### src/rtl/l3dti_pkg.sv
// shared types, constants and address helper for the 3d lut trilinear unit
// no dependencies; imported by every module of the block except l3dti_ram
`timescale 1ns / 1ps
package l3dti_pkg;

  localparam int NUM_TYPES   = 4;
  localparam int NUM_NODES   = 216;
  localparam int NUM_BANKS   = 8;
  localparam int NUM_CH      = 3;
  localparam int BANK_NODES  = 27;
  localparam int BANK_DEPTH  = NUM_TYPES * BANK_NODES;
  localparam int BANK_AW     = (BANK_DEPTH > 1) ? $clog2(BANK_DEPTH) : 1;
  localparam int STEP        = 51;
  localparam int DIV_TOTAL   = STEP * STEP * STEP;
  // floor(2^32 / 51^3), quotient estimate is low by at most one
  localparam int RECIP_51C   = 32377;
  // ceil(2^18 / 51), exact floor division for 8-bit values
  localparam int RECIP_51    = 5141;
  localparam int QUEUE_DEPTH = 4;

  localparam logic OP_WRITE = 1'b0;
  localparam logic OP_PIXEL = 1'b1;

  typedef struct packed {
    logic       op;
    logic [7:0] red_in;
    logic [7:0] green_in;
    logic [7:0] blue_in;
    logic [1:0] transform_type;
    logic [7:0] grid_node;
    logic [1:0] grid_channel;
    logic [7:0] entry_value;
  } in_item_t;

  typedef struct packed {
    logic [7:0] red_out;
    logic [7:0] green_out;
    logic [7:0] blue_out;
  } out_item_t;

  // decoded item between front and back
  typedef struct packed {
    logic            op;
    logic [1:0]      ttype;
    logic            type_ok;
    logic            wr_ok;
    logic [2:0][2:0] idx;   // lower cell index per axis, or node coordinate on a write
    logic [2:0][5:0] rem;
    logic [1:0]      chan;
    logic [7:0]      value;
  } q_item_t;

  function automatic logic [BANK_AW-1:0] bank_addr(input logic [1:0] t, input logic [2:0] ir,
                                                   input logic [2:0] ig, input logic [2:0] ib);
    logic [9:0] a;
    a = 10'(t) * 10'd27 + 10'(ir[2:1]) * 10'd9 + 10'(ig[2:1]) * 10'd3 + 10'(ib[2:1]);
    return BANK_AW'(a);
  endfunction

endpackage

### src/rtl/l3dti_queue.sv
// short fifo of decoded items between front and back
// depends on l3dti_pkg
`timescale 1ns / 1ps
module l3dti_queue import l3dti_pkg::*; (
  input  logic    clk,
  input  logic    rst,
  input  logic    push,
  input  q_item_t push_item,
  output logic    full,
  input  logic    pop,
  output logic    head_valid,
  output q_item_t head
);

  localparam int PW = $clog2(QUEUE_DEPTH);

  q_item_t         slots [QUEUE_DEPTH];
  logic [PW-1:0]   rd_ptr;
  logic [PW-1:0]   wr_ptr;
  logic [PW:0]     count;

  assign full       = count == (PW+1)'(QUEUE_DEPTH);
  assign head_valid = count != '0;
  assign head       = slots[rd_ptr];

  always_ff @(posedge clk) begin
    if (rst) begin
      rd_ptr <= '0;
      wr_ptr <= '0;
      count  <= '0;
    end else begin
      if (push) begin
        wr_ptr <= wr_ptr + 1'b1;
      end
      if (pop) begin
        rd_ptr <= rd_ptr + 1'b1;
      end
      count <= count + (PW+1)'(push) - (PW+1)'(pop);
    end
    if (push) begin
      slots[wr_ptr] <= push_item;
    end
  end

endmodule

### config.mk
export PLATFORM = sky130hd
export DESIGN_NAME = l3dti_queue
export DESIGN_NICKNAME = d
export VERILOG_FILES = /design/src/rtl/l3dti_pkg.sv /design/src/rtl/l3dti_queue.sv
export SDC_FILE = /design/constraint.sdc
export NUM_CORES = 1
export LEC_CHECK = 0
export BUFFER_PORTS_ARGS = -buffer_cell sky130_fd_sc_hd__buf_2
export CAP_MARGIN = 20
export CORE_MARGIN = 2
export CORE_UTILIZATION = 40
export CTS_CLUSTER_SIZE = 25
export DETAILED_ROUTE_END_ITERATION = 8
export PLACE_DENSITY = 0.58
export SLEW_MARGIN = 5
export SYNTH_ARGS = -nofsm -noshare
export SYNTH_HDL_FRONTEND = slang
export SYNTH_SLANG_ARGS = --single-unit
### constraint.sdc
create_clock -name clk -period 1.8 [get_ports clk]
set_input_delay 0.27 -clock clk [delete_from_list [all_inputs] [get_ports clk]]
set_output_delay 0.27 -clock clk [all_outputs]
set_load 0.03 [all_outputs]
Word level (Yosys, flattened, before mapping) --
Memory sizes are Yosys's and may differ from the RTL's. A register that Yosys moved wholly into a read port is not among the register bits. Cells that the tools add are included.
Storage, ports and cells: output and inout port bits 44, input bits 46, word-level logic and storage cells 14, memories kept 1, RAM bits 168, register bits 7
Operators by class: $add $sub $neg 4, mux-type cells 4, equality and inequality tests 1, reduce and logical (&&, ||, !) cells 1
Memory list:
- slots | depth 4, bits a word 42, rd ports 1, clocked after Yosys merged registers in 1, wr ports 1, line l3dti_queue.sv:17 | q_item_t slots [QUEUE_DEPTH];
Operators with widths (number):
- $add A2 B1 Y2 const B | 2
- $mux W2 | 2
- $add A3 B1 Y3 | 1
- $eq A3 B3 Y1 const B | 1
- $reduce_bool A3 Y1 | 1
- $sub A3 B1 Y3 | 1
- $mux W1 | 2

Longest topological paths before layout --
word-level depth 3, depth in mapped cells 7, mapped depth without buffers 7

Worst setup path after synthesis --
OpenSTA, ideal clock, no wires.
path type register -> register, start point reg wr_ptr[0], end point mem slots[2][0] in the netlist's numbering (enable), slack -0.159 ns, arrival time 1.555 ns, data required time 1.397 ns, path buffers 0, setup time 0.403 ns, clock period less this slack 1.959 ns, cell stages (with the launch flop) 4, cell sequence dfxtp_1 -> inv_1 -> ha_1 -> and2_1
RTL lines:
- start, declared | line l3dti_queue.sv:19 | logic [PW-1:0] wr_ptr;
- start signal, assigned | line l3dti_queue.sv:33 | wr_ptr <= wr_ptr + 1'b1;
- end, declared | line l3dti_queue.sv:17
No word-level cell before the write port.

==> flow_summary.yaml <==
synth:
  ys_seq_area_share_pct: 79.7
  syn_avg_cell_area_sq_um: 25.0
  synth_area_sq_um: 6550
  yosys-top-cells-area: "edfxtp_1, mux4_2, dfxtp_1"
  synth_fp_nets: 315
  yosysTopAreaCell: "edfxtp_1"
  synth_seq_cells: 177
  synthCells: 262
  synth_top_area_share_pct: 77.0
  synth_warnings: 0
  yosysUniqueCellTypes: 22
floorplan:
  fp.dieW_um: 132
  start_util_pct: 41.1
  core_sq_um: 15900
  row_count: 46
  die_h_um: 132
  die_area_sq_um: 17400
  pin_count: 90
routing:
  dr.pass1.iters: 4
  drc: 0
  drt-initial-drc-count: 175
  wl_per_cell_um: 19.3
  vias: 2956
  vias_per_cell: 4.89
  drt-total-wl_um: 11700
  ant_nets: 0
timing:
  period_needed_ns: 2.01
  holdWs_ns: 0.0575
  fmax_ghz: 0.498
  worst_slack_ns: -0.206
  hold_viol_final: 0
  relSlewSlack_pct: 69.7
  timing.final.crit_share_pct: 111
  worstMarginPinSlew_ns: 0.455
  setup-tns-final_ns: -7.58
  skew_ns: 0.00600
  setup-violations-final: 42
  slew_viol_final: 0
  rsz0062_at_grt: "yes"
place:
  dp_cells: 570
  place.gp.congestion: 0.711
  portBuffers: 89
  hpwl_um: 6700
pwr:
  combPwrFrac_pct: 13.6
  power.static_leakage_uw: 0.00287
  clkPwrFrac_pct: 39.8
  ir_drop_uv: 747
  intPower_uw: 8030
  p_switching_uw: 2270
  switching_share_pct: 22.0
  seqPwrFrac_pct: 46.5
  fin_total_pwr_uw: 10300
  p_per_area_nw_per_um2: 1240
grt:
  grt_pass1_wl_um: 17900
  grt_max_degree: 30
  antenna_found_initial: 2
  grt.total_usage_pct: 14.2
  grt_pass1_vias: 3146
  overflow: 0
critical_path:
  critPathKind: "reg2out"
  startpoint_type: "register"
  crit_required_ns: 1.53
  cp.arrival_ns: 1.74
  crit_path_end_kind: "output pin"
  reg2reg_depth: 7
  cp_max_fo: 10
min_path:
  holdPathStages: 1
  holdCritPathClass: "in2reg"
clocking:
  hold_buffers: 0
  clk_pin_slew_worst_paths_ns: 0.06
  cts-root-buf: "clkbuf_16"
  clockBufferDepth: 2
  numCtsBuffers: 17
  clock_latency_ns: 0.42
  cts.sinks: 177
  cts_htree_levels: 4
  cts_tree: "done"
final_layout:
  num-fill-cells: 1286
  fin_util_pct: 52.2
  drive_gt1_share_pct: 47.6
  fin_nets: 429
  syn2layout_area_growth_pct: 27.0
  instances_no_fill: 605
  antenna_cells: 0
flow_run:
  max-cap-violations: 0
outcome:
  status: "complete, but fails checks"
  failed_checks: "negative setup slack"
## synthesized netlist by cell type
library cell / instances
edfxtp_1: 168
xor3_1: 1
inv_1: 6
buf_6: 1
mux4_2: 40
buf_12: 4
nor2b_1: 2
ha_1: 6
nand3b_1: 1
fa_1: 1
buf_2: 4
and3_1: 1
nor2_1: 5
clkbuf_1: 1
or3_1: 1
mux2i_1: 1
and2_1: 4
xnor2_1: 2
a21oi_1: 1
dfxtp_1: 9
mux4_1: 2
a21bo_2: 1
## sequential cells by signal, indices dropped and copies added (netlist names), named ones only
register and count:
slots 168, count 3, rd_ptr 2, wr_ptr 2
## through the flow
stage	area (sq um)	setup WS (ns)
after floorplan	6560	0.146
after global placement	7350	0.0685
after detailed placement	7350	0.0399
after CTS	8370	-0.292
after global routing	8320	-0.265
final	8320	-0.206
## power groups by stage
stage	Sequential [uW]	Combinational [uW]	Clock [uW]
final	4790	1400	4100
after global routing	4810	1500	4360
after CTS	4800	1460	4190
after detailed placement	4880	1200	0
after global placement	4870	1190	0
after floorplan	4860	848	0
## worst paths after layout
| path | start | end | slack [ns] |
|---|---|---|---|
| hold / removal | push_item[29] | slots[0][29]$_DFFE_PP_ | 0.06 |
| hold reg to reg | rd_ptr[0]$_SDFFE_PP0P_ | register | 0.55 |
| setup reg to reg | count[0]$_SDFF_PP0_ | count[2]$_SDFF_PP0_ | 0.25 |
| setup / recovery | register | head[41] | -0.21 |
## layout by cell type, fill, tap and decap left out, types with 2 or more instances in the layout
cell type,netlist,final
and2_2,0,4
buf_12,4,9
buf_2,4,47
buf_4,0,7
buf_6,1,42
bufinv_16,0,5
clkbuf_16,0,17
clkbuf_8,0,5
clkinv_2,0,3
dfxtp_1,9,7
edfxtp_1,168,168
ha_1,6,6
inv_1,6,6
mux4_2,40,42
nor2_1,5,5
nor2b_1,2,2
xnor2_1,2,2
## critical path: stages (launching register included)
cell and delay (ns):
dfxtp_4 0.43, buf_12 0.17, mux4_2 0.54, buf_6 0.16
## kinds of logic after synthesis
| group | count (synthesis) | synth area share, % |
|---|---|---|
| DFF | 177 | 79.7 |
| muxes | 43 | 14.7 |
| buffers and inverters | 16 | 2.10 |
| and+or+nand+nor | 14 | 1.16 |
| adders and majority gates | 7 | 1.45 |
| xor gates and xnor gates | 3 | 0.630 |
| AOI/OAI and AO/OA | 2 | 0.229 |
## final cells by class
cell class | instances | area, sq um | share of cell area (%)
timing repair buffer | 105 | 941 | 11.3
sequential | 177 | 5230 | 62.8
clock buffer | 23 | 498 | 5.98
inverter | 6 | 22.5 | 0.271
multi-input combinational | 69 | 1190 | 14.3
tap | 216 | 270 | 3.25
clock inverter | 9 | 174 | 2.09
## what timing repair did
action                                  4_1_cts  5_1_grt
pin swaps                                     0        1
setup buffers                                 3        0
cloned                                        2        0
endpoints found under the setup margin       42       43
gates resized for setup                      89        2
## layer usage
layer,vias to the layer above,part of all wire [%],global-route usage [%]
met5,-,0.12,0
met4,4,1.7,6.70
met3,18,4.4,3.88
met2,75,48,21.8
met1,1531,46,18.9
li1,1328,-,-
Power figures use the tool's default switching activity.
