## config.mk

```make
export PLATFORM = sky130hd
export DESIGN_NAME = l3dti_front
export DESIGN_NICKNAME = d
export VERILOG_FILES = /design/src/rtl/l3dti_pkg.sv /design/src/rtl/l3dti_front.sv
export SDC_FILE = /design/constraint.sdc
export NUM_CORES = 1
export LEC_CHECK = 0
export BUFFER_PORTS_ARGS = -buffer_cell sky130_fd_sc_hd__buf_2
export CORE_ASPECT_RATIO = 2
export CORE_MARGIN = 5
export CORE_UTILIZATION = 60
export DETAILED_ROUTE_END_ITERATION = 8
export PLACE_DENSITY = 0.88
export SLEW_MARGIN = 0
export SYNTH_ARGS = -nofsm -noshare
export SYNTH_HDL_FRONTEND = slang
export SYNTH_SLANG_ARGS = --single-unit
```

## constraint.sdc

```tcl
create_clock -name clk -period 24.7 [get_ports clk]
set_input_delay 3.705 -clock clk [delete_from_list [all_inputs] [get_ports clk]]
set_output_delay 3.705 -clock clk [all_outputs]
set_load 0.01 [all_outputs]
```

## src/rtl/l3dti_pkg.sv

```systemverilog
// shared types, constants and address helper for the 3d lut trilinear unit
// no dependencies; imported by every module of the block except l3dti_ram
`timescale 1ns / 1ps
package l3dti_pkg;

  localparam int NUM_TYPES   = 4;
  localparam int NUM_NODES   = 216;
  localparam int NUM_BANKS   = 8;
  localparam int NUM_CH      = 3;
  localparam int BANK_NODES  = 27;
  localparam int BANK_DEPTH  = NUM_TYPES * BANK_NODES;
  localparam int BANK_AW     = (BANK_DEPTH > 1) ? $clog2(BANK_DEPTH) : 1;
  localparam int STEP        = 51;
  localparam int DIV_TOTAL   = STEP * STEP * STEP;
  // floor(2^32 / 51^3), quotient estimate is low by at most one
  localparam int RECIP_51C   = 32377;
  // ceil(2^18 / 51), exact floor division for 8-bit values
  localparam int RECIP_51    = 5141;
  localparam int QUEUE_DEPTH = 4;

  localparam logic OP_WRITE = 1'b0;
  localparam logic OP_PIXEL = 1'b1;

  typedef struct packed {
    logic       op;
    logic [7:0] red_in;
    logic [7:0] green_in;
    logic [7:0] blue_in;
    logic [1:0] transform_type;
    logic [7:0] grid_node;
    logic [1:0] grid_channel;
    logic [7:0] entry_value;
  } in_item_t;

  typedef struct packed {
    logic [7:0] red_out;
    logic [7:0] green_out;
    logic [7:0] blue_out;
  } out_item_t;

  // decoded item between front and back
  typedef struct packed {
    logic            op;
    logic [1:0]      ttype;
    logic            type_ok;
    logic            wr_ok;
    logic [2:0][2:0] idx;   // lower cell index per axis, or node coordinate on a write
    logic [2:0][5:0] rem;
    logic [1:0]      chan;
    logic [7:0]      value;
  } q_item_t;

  function automatic logic [BANK_AW-1:0] bank_addr(input logic [1:0] t, input logic [2:0] ir,
                                                   input logic [2:0] ig, input logic [2:0] ib);
    logic [9:0] a;
    a = 10'(t) * 10'd27 + 10'(ir[2:1]) * 10'd9 + 10'(ig[2:1]) * 10'd3 + 10'(ib[2:1]);
    return BANK_AW'(a);
  endfunction

endpackage

```

## src/rtl/l3dti_front.sv

```systemverilog
// front: accepts items, splits channels by 51, decodes write node coordinates
// depends on l3dti_pkg
`timescale 1ns / 1ps
module l3dti_front import l3dti_pkg::*; (
  input  logic     clk,
  input  logic     rst,
  input  logic     in_valid,
  output logic     in_ready,
  input  in_item_t in_data,
  output logic     push,
  output q_item_t  push_item,
  input  logic     q_full
);

  logic    f_valid;
  q_item_t f_item;
  q_item_t dec;

  always_comb begin
    logic [7:0]  c [3];
    logic [20:0] p;
    logic [2:0]  lo;
    logic [8:0]  q36;
    logic [5:0]  t;
    logic [11:0] q6;
    logic [2:0]  nr;
    logic [2:0]  ng;
    logic [2:0]  nb;
    c[0] = in_data.red_in;
    c[1] = in_data.green_in;
    c[2] = in_data.blue_in;
    p   = '0;
    lo  = '0;
    q36 = '0;
    t   = '0;
    q6  = '0;
    nr  = '0;
    ng  = '0;
    nb  = '0;
    dec = '0;
    dec.op      = in_data.op;
    dec.ttype   = in_data.transform_type;
    dec.type_ok = int'(in_data.transform_type) < NUM_TYPES;
    dec.chan    = in_data.grid_channel;
    dec.value   = in_data.entry_value;
    if (in_data.op == OP_PIXEL) begin
      for (int k = 0; k < 3; k++) begin
        p = 21'(c[k]) * 21'(RECIP_51);
        lo = p[20:18];
        dec.idx[k] = lo;
        dec.rem[k] = 6'(c[k] - 8'(lo) * 8'd51);
      end
    end else begin
      // node = (r*6+g)*6+b
      q36 = 9'((14'(in_data.grid_node) * 14'd57) >> 11);
      nr  = q36[2:0];
      t   = 6'(in_data.grid_node - 8'(nr) * 8'd36);
      q6  = 12'(t) * 12'd43;
      ng  = q6[10:8];
      nb  = 3'(t - 6'(ng) * 6'd6);
      dec.idx[0] = nr;
      dec.idx[1] = ng;
      dec.idx[2] = nb;
    end
    dec.wr_ok = dec.type_ok && (int'(in_data.grid_node) < NUM_NODES)
                && (int'(in_data.grid_channel) < NUM_CH);
  end

  assign in_ready  = !f_valid || !q_full;
  assign push      = f_valid && !q_full;
  assign push_item = f_item;

  always_ff @(posedge clk) begin
    if (rst) begin
      f_valid <= 1'b0;
    end else begin
      f_valid <= (f_valid && !push) || (in_valid && in_ready);
    end
    if (in_valid && in_ready) begin
      f_item <= dec;
    end
  end

endmodule

```

After elaboration in Yosys (flattened, before gate mapping)

Cells that the tools add are included.

Reductions and logical operators: 9
$add $sub $neg: 5
Multiply operators: 10
$lt $le $gt $ge: 2
Multiplexer cells: 1

Operators by type and width:

| cell                                                | number |
|---|---|
| multiplier 8 x 13 -> 21 bit (second input constant) | 3 |
| subtractor 6 bit                                    | 4 |
| multiplier 3 x 6 -> 6 bit (second input constant)   | 3 |
| multiplier 8 x 6 -> 14 bit (second input constant)  | 1 |
| multiplier 6 x 6 -> 11 bit (second input constant)  | 1 |
| two-way mux 9 bit                                   | 1 |
| < comparator 8 bit (second input constant)          | 1 |
| logical AND 1 bit                                   | 4 |
| multiplier 3 x 4 -> 4 bit (second input constant)   | 1 |
| zero test 1 bit                                     | 3 |
| multiplier 3 x 2 -> 2 bit (second input constant)   | 1 |
| subtractor 3 bit                                    | 1 |
| logical OR 1 bit                                    | 2 |
| < comparator 2 bit (second input constant)          | 1 |

Register bits after elaboration: 42
Logic and storage cells: 39

Longest topological paths before layout

Gate-level depths: netlist of run 1.

Word-level depth: 7
Gate-level depth with buffers: 32
Depth with buffers taken out: 32

Worst setup path after synthesis of run 1

Ideal clock, no wire load.

Kind: input -> register
From: input in_data[11] in the netlist's numbering
To: register f_item (netlist bit push_item[36]) (data pin)
Data required time: 24.440 ns
Slack: 14.127 ns
Stages: 30
Data arrival time: 10.313 ns
Library setup time: 0.260 ns
Path through: inv_1 fa_1 inv_1 fa_1 ha_1 ha_1 and4_1 a41oi_2 a21oi_2 or4_4 nand2_1 xnor2_1 ha_1 a21oi_1 xnor2_1 xnor2_1 ha_1 ha_1 fa_1 ha_1 a41o_1 a21o_1 a21o_1 a21oi_1 xnor2_1 ha_1 xor2_1 xnor2_1 xnor2_1 mux2_2

RTL lines:

| item                 | line              | RTL |
|---|---|---|
| start, declared      | l3dti_front.sv:9  | `input in_item_t in_data,` |
| end signal, assigned | l3dti_front.sv:80 | `f_item <= dec;` |
| end, declared        | l3dti_front.sv:16 | `q_item_t f_item;` |

==> results of run 1 <==
## metal layers
metal | global-route usage [%] | wire (um) | share of wire, %
met5 | 0 | 0 | 0
met2 | 49.3 | 8860 | 60
met4 | 13.3 | 735 | 5.0
met3 | 1.68 | 473 | 3.2
met1 | 20.5 | 4750 | 32
## cell usage in the layout, fill, tap and decap left out, drive strengths merged, types with 2 or more instances in the layout
| cell | n |
|---|---|
| ha | 224 |
| inv | 93 |
| buf | 91 |
| edfxtp | 41 |
| xnor2 | 33 |
| a21oi | 30 |
| fa | 29 |
| nand2 | 24 |
| nor2 | 16 |
| o21ai | 13 |
| a21o | 9 |
| xor2 | 9 |
| nand4 | 8 |
| nand2b | 7 |
| clkbuf | 6 |
| and4 | 5 |
| mux2i | 5 |
| nand3 | 5 |
| and2 | 5 |
| mux2 | 4 |
| or3 | 4 |
| nor3 | 3 |
| o211ai | 3 |
| and3 | 3 |
| a211oi | 3 |
| o21bai | 3 |
| o21a | 3 |
| clkinv | 3 |
| nor2b | 2 |
| nand3b | 2 |
| a41o | 2 |
| or4 | 2 |
## kinds of logic (layout without fill, tap and decap cells)
family,count (synthesis),after routing,share of synthesized area [%]
other,1,1,0.0576
adder cells (fa/ha/maj),254,254,52.1
AO/OA/AOI/OAI,79,79,8.19
multiplexers,9,9,1.46
flip-flops,42,42,19.2
XOR/XNOR,42,42,5.77
buffers and inverters,98,193,5.71
AND/OR/NAND/NOR,90,90,7.46
## final timing paths
check                                     end  depth (start not counted)        start  slack [ps]
worst min-delay path                  f_valid                          2      f_valid         560
worst max register to register  push_item[12]                          2      f_valid       23130
worst max-delay path            push_item[36]                         31  in_data[11]       13500
worst min register to register        f_valid                          2      f_valid         560
## power breakdown
part	internal, mW	switching (mW)
sequential	0.111	0.00440
combinational	0.279	0.331
clock	0.0369	0.0256
total	0.427	0.361
## synthesized netlist by cell type, drive strengths merged (2+ instances only)
cell type  count
nand2b         7
and4           5
o21bai         3
nand3          5
xor2           9
nor3           3
o21a           3
nor2b          2
and3           3
nor2          16
or3            4
o21ai         13
a21oi         30
a211oi         3
mux2i          5
edfxtp        41
clkbuf         3
a21o           9
inv           93
mux2           4
ha           224
or4            2
nand2         24
a41o           2
xnor2         33
o211ai         3
nand4          8
fa            29
and2           5
nand3b         2
## worst reg2reg max path: stages (launching register included)
cell and delay [ps]:
dfxtp_1 320, nand2_1 80, and2_2 750
## stage by stage
| step | instance area [um^2] | total power, mW | hold WS [ps] | utilization (%) | setup slack, ps |
|---|---|---|---|---|---|
| final | 7260 | 0.788 | 559 | 68.8 | 13500 |
| after global routing | 7260 | 0.866 | 583 | 68.8 | 13090 |
| after CTS | 7260 | 0.790 | 562 | 68.8 | 13520 |
| after detailed placement | 7120 | 0.716 | 549 | 67.5 | 13310 |
| after global placement | 7120 | 0.662 | 484 | 67.5 | 13610 |
| after floorplan | 6510 | 0.558 | 470 | - | 14130 |
## sequential cells by signal, indices dropped and copies added, names as in the netlist
signal / count
f_valid: 1
push_item: 41
## layout make-up
class                      instances  area, um^2
clock buffer                       6         129
multi-input combinational        475        4890
clock inverter                     2        8.76
inverter                          94         353
tap                              137         171
sequential                        42        1250
timing repair buffer              91         455
fill                             737        3290
==> summary.txt, run 1 <==
Outcome
  – Outcome: completed

Setup path
  – Most frequent CP cell: ha_1
  – Worst EP arrival: 11,240 ps
  – Crit-path slowest cell: fa_1
  – Worst path buffer plus inverter count: 3
  – CP top delay family: adder cells
  – Largest fanout on the critical path: 6
  – Critical Path End Type: flop
  – CP peak stage delay: 540 ps
  – Worst Path Required: 24,740 ps
  – Critical path class: input pin to flop
  – Setup crit start kind: input pin

Floorplan
  – Initial Util: 61.7%
  – Die height: 157 um
  – Core ar.: 10,500 um^2
  – # rows: 53
  – Num ports: 93
  – Die area: 13,200 um^2
  – Die X: 83.7 um

Yosys
  – FFs w/ async S/R, synth: 0%
  – Mapped Cells: 615
  – Syn_nets: 917
  – Yosys cell types: 58
  – Synthesized cell area: 6510 um^2
  – Synth Area per Inst: 10.6 um^2
  – Number of synthesized flops with an enable pin: 41
  – Yosys top cell by area: ha_1
  – Top cells by area, synth: ha_1 43%, edfxtp_1 19%, fa_1 8.9%, inv_1 5.4%, xnor2_1 4.3%
  – Top FF cell, synth: edfxtp_1
  – Synthesis warning total: 0
  – Register area share after synthesis: 19.2%
  – Number of synthesized register bits: 42
  – Yosys top cell area share: 43.1%

Drt
  – Routed wire length: 14,800 um
  – Antenna violation net count after detailed routing: 0
  – First-pass DRT Iterations: 7
  – Via count: 4,952
  – Post-DR wirelength/cell: 17.5 um
  – Vias per inst: 5.85
  – DRT iter0 DRCs: 278
  – Residual DRC count: 0

Clocking
  – H-tree depth: 2
  – CTS max path bufs: 2
  – CTS tree: built
  – Worst-path clk slew: 60 ps
  – Clock latency on the worst-skew pair: 290 ps
  – Post-CTS sizing: 0
  – CTS root buf: clkbuf_16
  – Clock sink count: 42
  – Hold buffers post-CTS: 0
  – # Post-CTS Setup Buffers: 0
  – Num CTS Buffers: 5

Layout
  – Inserted Diodes: 0
  – Layout area overhead: 11.5%
  – Final net count: 1,011
  – Layout cell share with drive strength beyond 1: 16.1%
  – Final Non-Filler Cells: 847

Timing
  – Fin crit period: 11,200 ps
  – Clock skew: 5.21 ps
  – Slew HR: 26.4%
  – Slew @ Worst Pin: 1090 ps
  – Fin Setup TNS: 0 ps
  – Slew Limit Fails: 0
  – Final worst-path cycle share: 45.3%
  – Final Hold Viols: 0
  – RSZ-0062 raised after global routing: no
  – Final setup violating endpoints: 0
  – Fmax: 89.3 MHz

Placement
  – Routability cong.: 0.963
  – Input/output buffers: 91
  – Inst Count DP: 839
  – DPL Wire Length: 12,700 um

Worst hold path
  – Hold Crit Class: flop to flop

Global route
  – Global-route wire length before repair: 24,800 um
  – Initial antenna violation count: 0
  – Overflow after GRT: 0
  – Gr usage total: 23.3%
  – Vias in the first global route: 5,589
  – Pin count of the biggest net entering global routing: 42

Pwr
  – Pwr Density: 109 nW/um^2
  – VDD IR max: 0.0961 mV
  – LEAKAGE: 3.94 nW

Job
  – Total of max-cap violations: 0
Power figures use the tool's default switching activity.
==> run 2: changes to the inputs <==
Clock period 24.7 ns to 11.7 ns, I/O delays scaled along.
==> run 2 against run 1 <==
Cell area unchanged. Register-to-register slack worse by 13000 ps. Utilization unchanged. First-iteration DRC count down 0.72%. Setup slack worse by 11000 ps. Clock power up 110%. Critical path depth unchanged. Power up 110%. Critical endpoint unchanged. Sequential share of layout area unchanged. Critical path type unchanged. Global-route usage down 0.13 points. Largest power group unchanged.
==> summary.txt, run 2 (synthesis gave the netlist of run 1 again) <==
Clocking
  – CTS max path bufs: 2 (unchanged)
  – Post-CTS sizing: 0 (unchanged)
  – CTS root buf: clkbuf_16
  – Num CTS Buffers: 5 (unchanged)
  – Hold buffers post-CTS: 0 (unchanged)
  – Clock sink count: 42 (unchanged)
  – # Post-CTS Setup Buffers: 0 (unchanged)
  – H-tree depth: 2 (unchanged)
  – Clock latency on the worst-skew pair: 280 ps (about the same)
  – Worst-path clk slew: 60 ps (about the same)
  – CTS tree: built

Floorplan
  – Initial Util: 61.7% (unchanged)
  – Die X: 83.7 um (unchanged)
  – # rows: 53 (unchanged)
  – Num ports: 93 (unchanged)
  – Die area: 13,200 um^2 (unchanged)
  – Die height: 157 um (unchanged)
  – Core ar.: 10,500 um^2 (unchanged)

Timing
  – Slew Limit Fails: 0 (unchanged)
  – Fin crit period: 9290 ps
  – Slew HR: 27.2% (+0.74 points)
  – Clock skew: 5.28 ps (+0.0700 ps)
  – Final worst-path cycle share: 79.4%
  – Fin Setup TNS: 0 ps (unchanged)
  – Final setup violating endpoints: 0 (unchanged)
  – Final hold slack: 559 ps (-0.196 ps)
  – Worst Setup Slack, final: 2410 ps (-11,090 ps)
  – Fmax: 108 MHz
  – Final Hold Viols: 0 (unchanged)
  – RSZ-0062 raised after global routing: no
  – Slew @ Worst Pin: 1080 ps (-10.9 ps)

Placement
  – DPL Wire Length: 12,900 um (+1.8%)
  – Worst slack, placed: 2260 ps (-11,050 ps)
  – Routability cong.: 0.964 (about the same)
  – Input/output buffers: 91 (unchanged)

Setup path
  – Worst EP arrival: 9330 ps (-1910 ps)
  – Critical path class: input pin to flop
  – Critical Path Sink: push_item[36]
  – Most frequent CP cell: ha_1
  – CP peak stage delay: 540 ps (about the same)
  – Worst Path Required: 11,740 ps (-13,000 ps)
  – Setup crit start kind: input pin
  – Critical Path End Type: flop
  – Worst Setup SP: in_data[11]
  – Reg-to-reg endpoint: push_item[1]
  – Largest fanout on the critical path: 6 (unchanged)
  – Crit-path slowest cell: fa_1
  – R2r setup slk: 10,120 ps (-13,010 ps)
  – R2r worst-path depth: 2 (unchanged)
  – Worst reg2reg path startpoint: f_valid

Global route
  – Vias in the first global route: 5,609 (+0.36%)
  – Global-route wire length before repair: 24,800 um (about the same)
  – Initial antenna violation count: 0 (unchanged)
  – Pin count of the biggest net entering global routing: 42 (unchanged)
  – Overflow after GRT: 0 (unchanged)
  – Gr usage total: 23.1% (-0.13 points)

Layout
  – Inserted Diodes: 0 (unchanged)
  – Final net count: 1,011 (unchanged)
  – Layout cell share with drive strength beyond 1: 16.1% (unchanged)
  – Layout area overhead: 11.5% (unchanged)
  – Most frequent cells in the layout: 224 x ha_1, 93 x inv_1, 91 x buf_2
  – Max reg flops: 41 (unchanged)
  – Storage cell area: 1250 um^2 (unchanged)
  – Commonest non-fill, non-tap cell in the layout: ha_1
  – Fillers: 746 (+1.2%)
  – Area occupied by multi-input gates: 4890 um^2 (unchanged)

Drt
  – Vias per inst: 5.83 (-0.32%)
  – Antenna violation net count after detailed routing: 0 (unchanged)
  – DRT iter0 DRCs: 276 (-0.72%)
  – Routed wire length: 14,800 um (-0.16%)
  – Post-DR wirelength/cell: 17.5 um (-0.16%)
  – Via count: 4,936 (-0.32%)
  – Residual DRC count: 0 (unchanged)
  – First-pass DRT Iterations: 4 (-3)

Pwr
  – LEAKAGE: 3.94 nW (unchanged)
  – Pwr Density: 230 nW/um^2 (+110%)
  – VDD IR max: 0.206 mV (+110%)

Worst hold path
  – Hold Crit Class: flop to flop

Outcome
  – Outcome: completed

Job
  – Total of max-cap violations: 0 (unchanged)
[run 2: routing by layer]
| metal | GRT usage (%) | wire, um | vias to the layer above |
|---|---|---|---|
| li1 | - | - | 2384 |
| met1 | 19.8 | 4780 | 2366 |
| met2 | 49.2 | 8830 | 129 |
| met3 | 2.25 | 438 | 57 |
| met4 | 13.4 | 748 | 0 |
| met5 | 0 | 0 | - |
[run 2: cell type report]
cell class                      instances  share of cell area [%]
Inverter                               94                    4.86
Tap cell                              137                    2.36
Sequential cell                        42                    17.2
Clock buffer                            6                    1.78
Timing Repair Buffer                   91                    6.28
Multi-Input combinational cell        475                    67.4
Clock inverter                          2                   0.121
[run 2: power by group]
group	internal [mW]	switching, mW	total, mW
Clock	0.0779	0.0530	0.131
Combinational	0.590	0.705	1.30
Sequential	0.234	0.00957	0.243
Total	0.902	0.768	1.67
[run 2: worst min-delay path by stage]
stage            start  endpoint  slack [ps]  cells after the start
3_3_place_gp   f_valid   f_valid         480                      2
6_report       f_valid   f_valid         560                      2
2_1_floorplan  f_valid   f_valid         470                      2
4_1_cts        f_valid   f_valid         570                      2
3_5_place_dp   f_valid   f_valid         550                      2
5_1_grt        f_valid   f_valid         620                      2
[run 2: per-stage QoR]
stage          std cells  instance area, um^2  util [%]  power [mW]
2_1_floorplan        615                 6510         -        1.18
4_1_cts              847                 7260      68.8        1.67
5_1_grt              847                 7260      68.8        1.82
6_report             847                 7260      68.8        1.67
3_3_place_gp         839                 7120      67.5        1.40
3_5_place_dp         839                 7120      67.5        1.52
[run 2: worst max-delay path, delay by kind of cell]
family | cells | cell delay [ps]
compound gates | 7 | 1420
buf+inv | 3 | 310
mux | 1 | 270
xor+xnor | 7 | 1240
fa+ha+maj | 10 | 3440
simple gates | 3 | 870
